### src/rtl/core/tepe_pkg.sv
// shared types, constants and helpers of the trace event packet encoder
`timescale 1ns / 1ps
package tepe_pkg;

	localparam int unsigned WordW   = 64;
	localparam int unsigned SeqW    = 32;
	localparam int unsigned CmdW    = 2;
	localparam int unsigned ByteW   = 8;
	localparam int unsigned LenW    = 4;
	localparam int unsigned SeqLenW = 3;
	localparam int unsigned EvLenW  = 5;
	localparam int unsigned PktLenW = 6;
	localparam int unsigned TypeW   = 3;
	localparam int unsigned QDepth  = 2;
	localparam int unsigned QPtrW   = 1;
	localparam int unsigned QCntW   = 2;

	typedef enum logic [CmdW-1:0] {
		CMD_BEGIN   = 2'd0,
		CMD_END     = 2'd1,
		CMD_COUNTER = 2'd2,
		CMD_UNUSED  = 2'd3
	} cmd_t;

	localparam logic [TypeW-1:0] TYPE_BEGIN   = 3'd1;
	localparam logic [TypeW-1:0] TYPE_END     = 3'd2;
	localparam logic [TypeW-1:0] TYPE_COUNTER = 3'd4;

	localparam logic [ByteW-1:0] TAG_PACKET = 8'h0A;
	localparam logic [ByteW-1:0] TAG_TS     = 8'h40;
	localparam logic [ByteW-1:0] TAG_SEQ    = 8'h50;
	localparam logic [ByteW-1:0] TAG_EVENT  = 8'h5A;
	localparam logic [ByteW-1:0] TAG_TYPE   = 8'h48;
	localparam logic [ByteW-1:0] TAG_TRACK  = 8'h58;
	localparam logic [ByteW-1:0] TAG_CNT_LO = 8'hF0;
	localparam logic [ByteW-1:0] TAG_CNT_HI = 8'h01;

	typedef struct packed {
		logic                 is_cnt;
		logic [TypeW-1:0]     ev_type;
		logic [WordW-1:0]     ts;
		logic [WordW-1:0]     track;
		logic [WordW-1:0]     cval;
		logic [LenW-1:0]      ts_len;
		logic [SeqLenW-1:0]   seq_len;
		logic [LenW-1:0]      trk_len;
		logic [LenW-1:0]      cv_len;
		logic [EvLenW-1:0]    ev_len;
		logic [PktLenW-1:0]   pkt_len;
	} tepe_desc_t;

	typedef enum logic [3:0] {
		PH_TAG_PKT,
		PH_PKT_LEN,
		PH_TAG_TS,
		PH_TS,
		PH_TAG_SEQ,
		PH_SEQ,
		PH_TAG_EV,
		PH_EV_LEN,
		PH_TAG_TYPE,
		PH_TYPE,
		PH_TAG_TRK,
		PH_TRK,
		PH_TAG_CNT0,
		PH_TAG_CNT1,
		PH_CNT
	} phase_t;

	// number of 7-bit groups up to the highest nonzero one
	function automatic logic [LenW-1:0] varint_len(input logic [WordW-1:0] v);
		logic [LenW-1:0] n;
		n = 4'd1;
		for (int g = 1; g < 10; g++) begin
			if ((v >> (7 * g)) != '0) n = LenW'(g + 1);
		end
		return n;
	endfunction

endpackage

### src/rtl/core/tepe_if.sv
// request channels of the trace event packet encoder
`timescale 1ns / 1ps
interface tepe_in_if;
	import tepe_pkg::*;
	logic                    valid;
	logic                    ready;
	logic [CmdW-1:0]         cmd;
	logic [WordW-1:0]        timestamp_ns;
	logic [WordW-1:0]        track_uuid;
	logic signed [WordW-1:0] counter_value;
	modport source (output valid, cmd, timestamp_ns, track_uuid, counter_value, input ready);
	modport sink (input valid, cmd, timestamp_ns, track_uuid, counter_value, output ready);
endinterface

interface tepe_out_if;
	import tepe_pkg::*;
	logic             valid;
	logic             ready;
	logic [ByteW-1:0] out_byte;
	logic             last;
	modport source (output valid, out_byte, last, input ready);
	modport sink (input valid, out_byte, last, output ready);
endinterface

interface tepe_cfg_if;
	import tepe_pkg::*;
	logic            valid;
	logic            ready;
	logic [SeqW-1:0] sequence_id;
	modport source (output valid, sequence_id, input ready);
	modport sink (input valid, sequence_id, output ready);
endinterface

### src/rtl/core/tepe_front.sv
// front end: accepts events, classifies them and sizes every field of the record
`timescale 1ns / 1ps
module tepe_front (
	tepe_in_if.sink                        evt,
	input  logic [tepe_pkg::SeqW-1:0]      seq_id,
	input  logic                           q_full,
	output logic                           push,
	output tepe_pkg::tepe_desc_t           push_desc
);
	import tepe_pkg::*;

	logic is_cnt;

	assign evt.ready = !q_full;

	always_comb begin
		is_cnt = (cmd_t'(evt.cmd) == CMD_COUNTER);
		push   = evt.valid && !q_full && (cmd_t'(evt.cmd) != CMD_UNUSED);

		push_desc.is_cnt = is_cnt;
		case (cmd_t'(evt.cmd))
			CMD_BEGIN: begin
				push_desc.ev_type = TYPE_BEGIN;
			end
			CMD_END: begin
				push_desc.ev_type = TYPE_END;
			end
			default: begin
				push_desc.ev_type = TYPE_COUNTER;
			end
		endcase
		push_desc.ts      = evt.timestamp_ns;
		push_desc.track   = evt.track_uuid;
		push_desc.cval    = evt.counter_value;
		push_desc.ts_len  = varint_len(evt.timestamp_ns);
		push_desc.seq_len = SeqLenW'(varint_len({{(WordW - SeqW){1'b0}}, seq_id}));
		push_desc.trk_len = varint_len(evt.track_uuid);
		push_desc.cv_len  = varint_len(evt.counter_value);
		// type tag, type byte, track tag, track varint, optional counter part
		push_desc.ev_len  = EvLenW'(3) + EvLenW'(push_desc.trk_len)
			+ (is_cnt ? EvLenW'(2) + EvLenW'(push_desc.cv_len) : EvLenW'(0));
		// three tags, event length byte, then the varints and the event
		push_desc.pkt_len = PktLenW'(4) + PktLenW'(push_desc.ts_len)
			+ PktLenW'(push_desc.seq_len) + PktLenW'(push_desc.ev_len);
	end

endmodule

### src/rtl/core/tepe_queue.sv
// two-entry queue of sized events between front and back
`timescale 1ns / 1ps
module tepe_queue (
	input  logic                  clk,
	input  logic                  arst_n,
	input  logic                  push,
	input  tepe_pkg::tepe_desc_t  push_desc,
	output logic                  full,
	input  logic                  pop,
	output logic                  empty,
	output tepe_pkg::tepe_desc_t  head
);
	import tepe_pkg::*;

	tepe_desc_t       entry_q [QDepth];
	logic [QPtrW-1:0] wr_ptr_q;
	logic [QPtrW-1:0] rd_ptr_q;
	logic [QCntW-1:0] cnt_q;

	assign full  = (cnt_q == QCntW'(QDepth));
	assign empty = (cnt_q == '0);
	assign head  = entry_q[rd_ptr_q];

	always_ff @(posedge clk) begin
		if (push) begin
			entry_q[wr_ptr_q] <= push_desc;
		end
	end

	always_ff @(posedge clk or negedge arst_n) begin
		if (!arst_n) begin
			wr_ptr_q <= '0;
			rd_ptr_q <= '0;
			cnt_q    <= '0;
		end else begin
			if (push) wr_ptr_q <= wr_ptr_q + 1'b1;
			if (pop)  rd_ptr_q <= rd_ptr_q + 1'b1;
			if (push && !pop) begin
				cnt_q <= cnt_q + 1'b1;
			end else if (pop && !push) begin
				cnt_q <= cnt_q - 1'b1;
			end
		end
	end

endmodule

### src/rtl/core/tepe_back.sv
// back end: walks the record field by field and sends one byte per cycle while rec.ready is high
`timescale 1ns / 1ps
module tepe_back (
	input  logic                       clk,
	input  logic                       arst_n,
	input  logic [tepe_pkg::SeqW-1:0]  seq_id,
	input  logic                       head_valid,
	input  tepe_pkg::tepe_desc_t       head,
	output logic                       pop,
	tepe_out_if.source                 rec
);
	import tepe_pkg::*;

	phase_t           phase_q, phase_d;
	logic [WordW-1:0] val_q, val_d;
	logic [LenW-1:0]  cnt_q, cnt_d;
	logic [ByteW-1:0] out_byte_q, byte_d;
	logic             last_q, last_d;
	logic             out_valid_q;
	logic             emit;
	logic             vdone;
	logic [ByteW-1:0] vbyte;

	assign rec.valid    = out_valid_q;
	assign rec.out_byte = out_byte_q;
	assign rec.last     = last_q;

	always_comb begin
		emit    = head_valid && (!out_valid_q || rec.ready);
		vdone   = (cnt_q == LenW'(1));
		vbyte   = {!vdone, val_q[6:0]};
		phase_d = phase_q;
		val_d   = val_q;
		cnt_d   = cnt_q;
		byte_d  = '0;
		last_d  = 1'b0;
		if (emit) begin
			case (phase_q)
				PH_TAG_PKT: begin
					byte_d  = TAG_PACKET;
					phase_d = PH_PKT_LEN;
				end
				PH_PKT_LEN: begin
					byte_d  = ByteW'(head.pkt_len);
					phase_d = PH_TAG_TS;
				end
				PH_TAG_TS: begin
					byte_d  = TAG_TS;
					val_d   = head.ts;
					cnt_d   = head.ts_len;
					phase_d = PH_TS;
				end
				PH_TS: begin
					byte_d = vbyte;
					val_d  = val_q >> 7;
					cnt_d  = cnt_q - 1'b1;
					if (vdone) phase_d = PH_TAG_SEQ;
				end
				PH_TAG_SEQ: begin
					byte_d  = TAG_SEQ;
					val_d   = {{(WordW - SeqW){1'b0}}, seq_id};
					cnt_d   = LenW'(head.seq_len);
					phase_d = PH_SEQ;
				end
				PH_SEQ: begin
					byte_d = vbyte;
					val_d  = val_q >> 7;
					cnt_d  = cnt_q - 1'b1;
					if (vdone) phase_d = PH_TAG_EV;
				end
				PH_TAG_EV: begin
					byte_d  = TAG_EVENT;
					phase_d = PH_EV_LEN;
				end
				PH_EV_LEN: begin
					byte_d  = ByteW'(head.ev_len);
					phase_d = PH_TAG_TYPE;
				end
				PH_TAG_TYPE: begin
					byte_d  = TAG_TYPE;
					phase_d = PH_TYPE;
				end
				PH_TYPE: begin
					byte_d  = ByteW'(head.ev_type);
					phase_d = PH_TAG_TRK;
				end
				PH_TAG_TRK: begin
					byte_d  = TAG_TRACK;
					val_d   = head.track;
					cnt_d   = head.trk_len;
					phase_d = PH_TRK;
				end
				PH_TRK: begin
					byte_d = vbyte;
					val_d  = val_q >> 7;
					cnt_d  = cnt_q - 1'b1;
					if (vdone) begin
						if (head.is_cnt) begin
							phase_d = PH_TAG_CNT0;
						end else begin
							last_d  = 1'b1;
							phase_d = PH_TAG_PKT;
						end
					end
				end
				PH_TAG_CNT0: begin
					byte_d  = TAG_CNT_LO;
					phase_d = PH_TAG_CNT1;
				end
				PH_TAG_CNT1: begin
					byte_d  = TAG_CNT_HI;
					val_d   = head.cval;
					cnt_d   = head.cv_len;
					phase_d = PH_CNT;
				end
				PH_CNT: begin
					byte_d = vbyte;
					val_d  = val_q >> 7;
					cnt_d  = cnt_q - 1'b1;
					if (vdone) begin
						last_d  = 1'b1;
						phase_d = PH_TAG_PKT;
					end
				end
				default: begin
					phase_d = PH_TAG_PKT;
				end
			endcase
		end
		pop = emit && last_d;
	end

	always_ff @(posedge clk or negedge arst_n) begin
		if (!arst_n) begin
			phase_q     <= PH_TAG_PKT;
			cnt_q       <= '0;
			out_valid_q <= 1'b0;
		end else begin
			phase_q <= phase_d;
			cnt_q   <= cnt_d;
			if (emit) begin
				out_valid_q <= 1'b1;
			end else if (rec.ready) begin
				out_valid_q <= 1'b0;
			end
		end
	end

	always_ff @(posedge clk) begin
		val_q <= val_d;
		if (emit) begin
			out_byte_q <= byte_d;
			last_q     <= last_d;
		end
	end

endmodule

### src/rtl/core/trace_event_packet_encoder.sv
// top level of the trace event packet encoder
// Each accepted event (slice begin, slice end or counter) leaves as one length-delimited
// trace packet record of 12 to 46 bytes on rec, one byte per cycle while rec.ready is high,
// with last set on the final byte. The byte sequencer in the back end sets the pace: the
// record goes out byte by byte, and the next record starts once the previous last byte
// has been sent. The front end sizes all varints on acceptance and
// takes new events while the two-entry queue has room; the event being sent holds one
// entry until its last byte, so one more event waits behind it. Events with command
// code 3 are accepted and produce nothing. The sequence id register is written on cfg
// and should only change while no record is pending.
`timescale 1ns / 1ps
module trace_event_packet_encoder (
	input  logic        clk,
	input  logic        arst_n,
	tepe_in_if.sink     evt,
	tepe_out_if.source  rec,
	tepe_cfg_if.sink    cfg
);
	import tepe_pkg::*;

	logic [SeqW-1:0] seq_id_q;
	logic            q_push;
	logic            q_pop;
	logic            q_full;
	logic            q_empty;
	tepe_desc_t      push_desc;
	tepe_desc_t      head;

	assign cfg.ready = 1'b1;

	always_ff @(posedge clk or negedge arst_n) begin
		if (!arst_n) begin
			seq_id_q <= '0;
		end else if (cfg.valid) begin
			seq_id_q <= cfg.sequence_id;
		end
	end

	tepe_front u_front (
		.evt       (evt),
		.seq_id    (seq_id_q),
		.q_full    (q_full),
		.push      (q_push),
		.push_desc (push_desc)
	);

	tepe_queue u_queue (
		.clk       (clk),
		.arst_n    (arst_n),
		.push      (q_push),
		.push_desc (push_desc),
		.full      (q_full),
		.pop       (q_pop),
		.empty     (q_empty),
		.head      (head)
	);

	tepe_back u_back (
		.clk        (clk),
		.arst_n     (arst_n),
		.seq_id     (seq_id_q),
		.head_valid (!q_empty),
		.head       (head),
		.pop        (q_pop),
		.rec        (rec)
	);

`ifndef SYNTHESIS
	a_pop_sends_last: assert property (@(posedge clk) disable iff (!arst_n)
		q_pop |=> rec.valid && rec.last)
		else $error("record retired without a last byte");
	a_push_fills: assert property (@(posedge clk) disable iff (!arst_n)
		q_push |=> !q_empty)
		else $error("queued event lost");
	a_pop_needs_entry: assert property (@(posedge clk) disable iff (!arst_n)
		q_pop |-> !q_empty)
		else $error("pop from empty queue");
`endif

endmodule

### src/flat_wrapper.sv
// flat-port wrapper written by rule: the top's interface ports become plain ports
module trace_event_packet_encoder_flat import tepe_pkg::*;
  (clk, arst_n, evt_valid, evt_cmd, evt_timestamp_ns, evt_track_uuid, evt_counter_value, evt_ready, rec_valid, rec_out_byte, rec_last, rec_ready, cfg_valid, cfg_sequence_id, cfg_ready);
  tepe_in_if evt_i ();
  tepe_out_if rec_i ();
  tepe_cfg_if cfg_i ();
  input  logic clk;
  input  logic arst_n;
  input wire logic [$bits(evt_i.valid)-1:0] evt_valid;
  input wire logic [$bits(evt_i.cmd)-1:0] evt_cmd;
  input wire logic [$bits(evt_i.timestamp_ns)-1:0] evt_timestamp_ns;
  input wire logic [$bits(evt_i.track_uuid)-1:0] evt_track_uuid;
  input wire logic [$bits(evt_i.counter_value)-1:0] evt_counter_value;
  output wire logic [$bits(evt_i.ready)-1:0] evt_ready;
  output wire logic [$bits(rec_i.valid)-1:0] rec_valid;
  output wire logic [$bits(rec_i.out_byte)-1:0] rec_out_byte;
  output wire logic [$bits(rec_i.last)-1:0] rec_last;
  input wire logic [$bits(rec_i.ready)-1:0] rec_ready;
  input wire logic [$bits(cfg_i.valid)-1:0] cfg_valid;
  input wire logic [$bits(cfg_i.sequence_id)-1:0] cfg_sequence_id;
  output wire logic [$bits(cfg_i.ready)-1:0] cfg_ready;
  assign evt_i.valid = evt_valid;
  assign evt_i.cmd = evt_cmd;
  assign evt_i.timestamp_ns = evt_timestamp_ns;
  assign evt_i.track_uuid = evt_track_uuid;
  assign evt_i.counter_value = evt_counter_value;
  assign evt_ready = evt_i.ready;
  assign rec_valid = rec_i.valid;
  assign rec_out_byte = rec_i.out_byte;
  assign rec_last = rec_i.last;
  assign rec_i.ready = rec_ready;
  assign cfg_i.valid = cfg_valid;
  assign cfg_i.sequence_id = cfg_sequence_id;
  assign cfg_ready = cfg_i.ready;
  trace_event_packet_encoder u_core (.clk(clk), .arst_n(arst_n), .evt(evt_i), .rec(rec_i), .cfg(cfg_i));
endmodule
### config.mk
export PLATFORM = sky130hd
export DESIGN_NAME = trace_event_packet_encoder_flat
export DESIGN_NICKNAME = d
export VERILOG_FILES = /design/src/rtl/core/tepe_pkg.sv /design/src/rtl/core/tepe_if.sv /design/src/rtl/core/tepe_front.sv /design/src/rtl/core/tepe_queue.sv /design/src/rtl/core/tepe_back.sv /design/src/rtl/core/trace_event_packet_encoder.sv /design/src/flat_wrapper.sv
export SDC_FILE = /design/constraint.sdc
export NUM_CORES = 1
export LEC_CHECK = 0
export ABC_CLOCK_PERIOD_IN_PS = 26100
export BUFFER_PORTS_ARGS = -buffer_cell sky130_fd_sc_hd__clkbuf_2
export CELL_PAD_IN_SITES_DETAIL_PLACEMENT = 1
export CELL_PAD_IN_SITES_GLOBAL_PLACEMENT = 1
export CORE_UTILIZATION = 30
export DETAILED_ROUTE_END_ITERATION = 10
export GPL_ROUTABILITY_DRIVEN = 0
export PLACE_DENSITY = 0.64
export SYNTH_ARGS = -nofsm -noshare
export SYNTH_HDL_FRONTEND = slang
export SYNTH_SLANG_ARGS = --single-unit
export TNS_END_PERCENT = 5
### constraint.sdc
create_clock -name clk -period 26.1 [get_ports clk]
set_input_delay 5.22 -clock clk [delete_from_list [all_inputs] [get_ports clk]]
set_output_delay 5.22 -clock clk [all_outputs]
set_load 0.03 [all_outputs]
==> metrics.md <==
| Metric | Value |
|---|---|
| Clk buf depth | 3 |
| Overflow left after global routing | 0 |
| Final number of setup-violating endpoints | 0 |
| Die Y-Extent | 278 µm |
| Async set-reset flop share out of synthesis | 8.01% |
| WL final | 64,900 µm |
| Fin nets | 1,863 |
| R2r worst-path depth | 6 |
| Width of the die | 278 µm |
| Top_reg_cell synth | edfxtp_1 |
| CTS tree | built |
| Outcome | finished clean |
| Reg-to-reg endpoint | u_core.u_back.val_q[48] |
| PwrDens | 109 nW/µm² |
| Vias | 13,300 |
| Leak pwr | 9.30 nW |
| Startpoint Class | input pin |
| Cell taking the most area after synthesis | edfxtp_1 |
| Share of layout cells above drive strength 1 | 29.1% |
| Final Cycle Share | 36.4% |
| Clock root cell | clkbuf_16 |
| Distinct cells, synth | 75 |
| Antenna-violating nets left | 0 |
| Sequential-to-total area share from yosys stat | 72.9% |
| Area grow syn2layout | 18.7% |
| Io pins | 243 |
| Crit end category | flip-flop |
| Yosys Warn Count | 0 |
| Synth top area cells | edfxtp_1, mux2_2, mux2i_1, dfrtp_1, a222oi_1 |
| Slew margin rel. | 19.5% |
| Total power draw | 0.00296 W |
| Post-synth top area share | 68.0% |
| Hold path start | u_core.u_queue.cnt_q[1] |
| Hold_buf cts | 0 |
| Number of flops mapped to enable cells by yosys | 517 |
| Max rail drop VDD | 0.0604 mV |
| Hold Crit Class | flip-flop to flip-flop |
| Clock skew | 49.5 ps |
| RSZ-0062 raised after global routing | false |
| Hold Path Cell Cnt | 1 |
| Post-DR wirelength/cell | 24.6 µm |
| H-tree Lvls | 2 |
| Cell Rows | 100 |
| Filler cells | 7,622 |
| FMAX | 105 MHz |
| Gate Count Post-Synth | 1,359 |
| Critical path peak fanout | 3 |
| Number of post-CTS setup repair buffers | 0 |
| Min cycle time layout | 9510 ps |
| Hold path endpoint | u_core.u_queue.cnt_q[1] |
| Worst-margin pin slew | 1210 ps |
| Setup CP Type | input pin to flip-flop |
| Synth Net Count | 1,613 |
| Commonest non-fill, non-tap cell in the layout | edfxtp_1 |
| Reg2reg start | u_core.u_queue.rd_ptr_q |
| Reg-to-reg setup timing slack | 22,300 ps |
| Clk_lat worst skew | 650 ps |
| Met3 Resource Use GR | 4.61% |
| Via/cell ratio | 5.07 |
| Core area | 74,900 µm² |
| Starting Density | 30.5% |
| First-pass GRT wire length | 95,200 µm |
| Global routing's busiest layer | met2 |
| Worst Path Arrival | 9910 ps |
| Post-Syn Area | 22,800 µm² |
| Hold Violations, Final | 0 |
| Clock Pin Slew Worst Setup and Hold Paths | 60 ps |
| Met1 Track Usage GR | 20.3% |
| Pin count of the biggest net entering global routing | 172 |
| Hpwl dp | 43,900 µm |
| Total CTS buffers | 61 |
| Slew Limit Fails | 0 |
| Sinks on the clock net | 562 |
| Die ar. | 77,300 µm² |
| Max Cap Viol | 0 |
| Most frequent cells in the layout | edfxtp_1, clkbuf_2, mux2i_1, mux2_2, clkbuf_16 |
| Total iterations of the first detailed-routing run | 7 |
| Syn_area_per_cell | 16.8 µm² |
| Synth Register Bits | 562 |
| CTS resizes | 0 |
| Initial antenna violation count | 20 |
| Iter 0 DRT Violations | 1,010 |
| WP data required | 26,500 ps |
| Final setup TNS | 0 ps |
| Global Route Usage Sum | 16.6% |
| I/O Buffers | 241 |
| Post-route DRC | 0 |
| Grt met2 use | 28.4% |
| Vias in the first global route | 14,400 |
[where the power goes]
group / switching, W / internal [W]
logic: 0.000476 / 0.000274
registers: 0.0000963 / 0.00125
clock network: 0.000362 / 0.000504
[sequential cells by signal (all words and copies together), names as in the netlist]
register                    count
u_core.u_back.rec.last          1
u_core.u_queue.entry_q        444
u_core.u_back.rec.out_byte      8
u_core.seq_id_q                32
u_core.u_back.rec.valid         1
u_core.u_queue.rd_ptr_q         1
u_core.u_back.phase_q           4
u_core.u_queue.wr_ptr_q         1
u_core.u_back.val_q            64
u_core.u_queue.cnt_q            2
u_core.u_back.cnt_q             4
[area by class of cell]
class / count / area, µm² / area share [%]
diodes: 6 / 15.0 / 0.0554
clock buffers: 85 / 1660 / 6.11
clock inverters: 28 / 350 / 1.29
inverters: 20 / 75.1 / 0.277
multi-input cells: 701 / 5760 / 21.3
flip-flops and latches: 562 / 16700 / 61.4
well taps: 969 / 1210 / 4.47
repair buffers: 263 / 1380 / 5.10
[cell families after synthesis]
| kind of cell | synth area share, % |
|---|---|
| muxes | 10.4 |
| xor gates and xnor gates | 0.422 |
| other | 0.0164 |
| adders and majority gates | 1.42 |
| AOI/OAI and AO/OA | 7.88 |
| and+or+nand+nor | 4.96 |
| buffers and inverters | 2.02 |
| DFF | 72.9 |
[through the flow]
step / utilization [%] / hold WS [ps] / setup WS (ps) / cells / area [µm²]
2_1_floorplan: - / 460 / 10660 / 1359 / 22800
3_3_place_gp: 33.5 / 494 / 15940 / 2515 / 25100
3_5_place_dp: 33.5 / 495 / 15910 / 2515 / 25100
4_1_cts: 36.2 / 509 / 16570 / 2628 / 27100
5_1_grt: 36.2 / 536 / 16440 / 2633 / 27100
6_report: 36.2 / 512 / 16590 / 2634 / 27100
[routing by layer]
metal / share of wire (%) / routed length (µm) / vias to the layer above
li1: - / - / 6034
met5: 0.24 / 157 / -
met3: 6.4 / 4130 / 116
met4: 2.7 / 1740 / 24
met1: 40 / 26200 / 6807
met2: 50 / 32600 / 366
[critical path, stage by stage]
cell	delay, ps
clkbuf_2	100
or4_1	530
nor4_1	660
nor2b_1	250
a21boi_1	100
o21ai_0	310
ha_1	300
and2_1	140
ha_1	310
fa_1	570
fa_1	490
fa_1	430
a21o_1	210
a21oi_1	170
xnor2_1	100
[synth_stat cells (3+ instances only)]
library cell and number:
a31oi_1 3, a222oi_1 48, buf_1 7, nor4_1 23, a211oi_1 16, o22ai_1 29
nor3b_1 3, fa_1 5, o21ai_1 3, a21o_1 5, buf_6 3, mux2_2 107
edfxtp_1 517, xor2_1 5, nand2_1 59, nand4_1 4, buf_2 35, nor2_1 30
a221oi_1 10, mux2i_1 117, ha_1 18, buf_4 9, or4_1 10, nand2b_1 6
nand3_1 8, nor2b_1 9, o21ai_0 15, a21oi_1 35, o211ai_1 36, xnor2_1 6
a41oi_1 3, nor3_1 24, or2_1 3, dfrtp_1 45, clkbuf_1 22, a221o_1 11
and2_1 4, inv_1 19
[worst max-delay path by stage]
stage,start,to,cells past startpoint,slack (ps)
6_report,evt_counter_value[23],u_core.u_queue.entry_q[0][5],15,16590
5_1_grt,evt_counter_value[23],u_core.u_queue.entry_q[0][5],15,16440
4_1_cts,evt_track_uuid[37],u_core.u_queue.entry_q[0][5],14,16570
3_5_place_dp,evt_track_uuid[37],u_core.u_queue.entry_q[0][5],14,15910
3_3_place_gp,evt_track_uuid[37],u_core.u_queue.entry_q[0][5],14,15940
2_1_floorplan,evt_cmd[0],u_core.u_queue.entry_q[0][0],3,10660
Power figures use the tool's default switching activity.
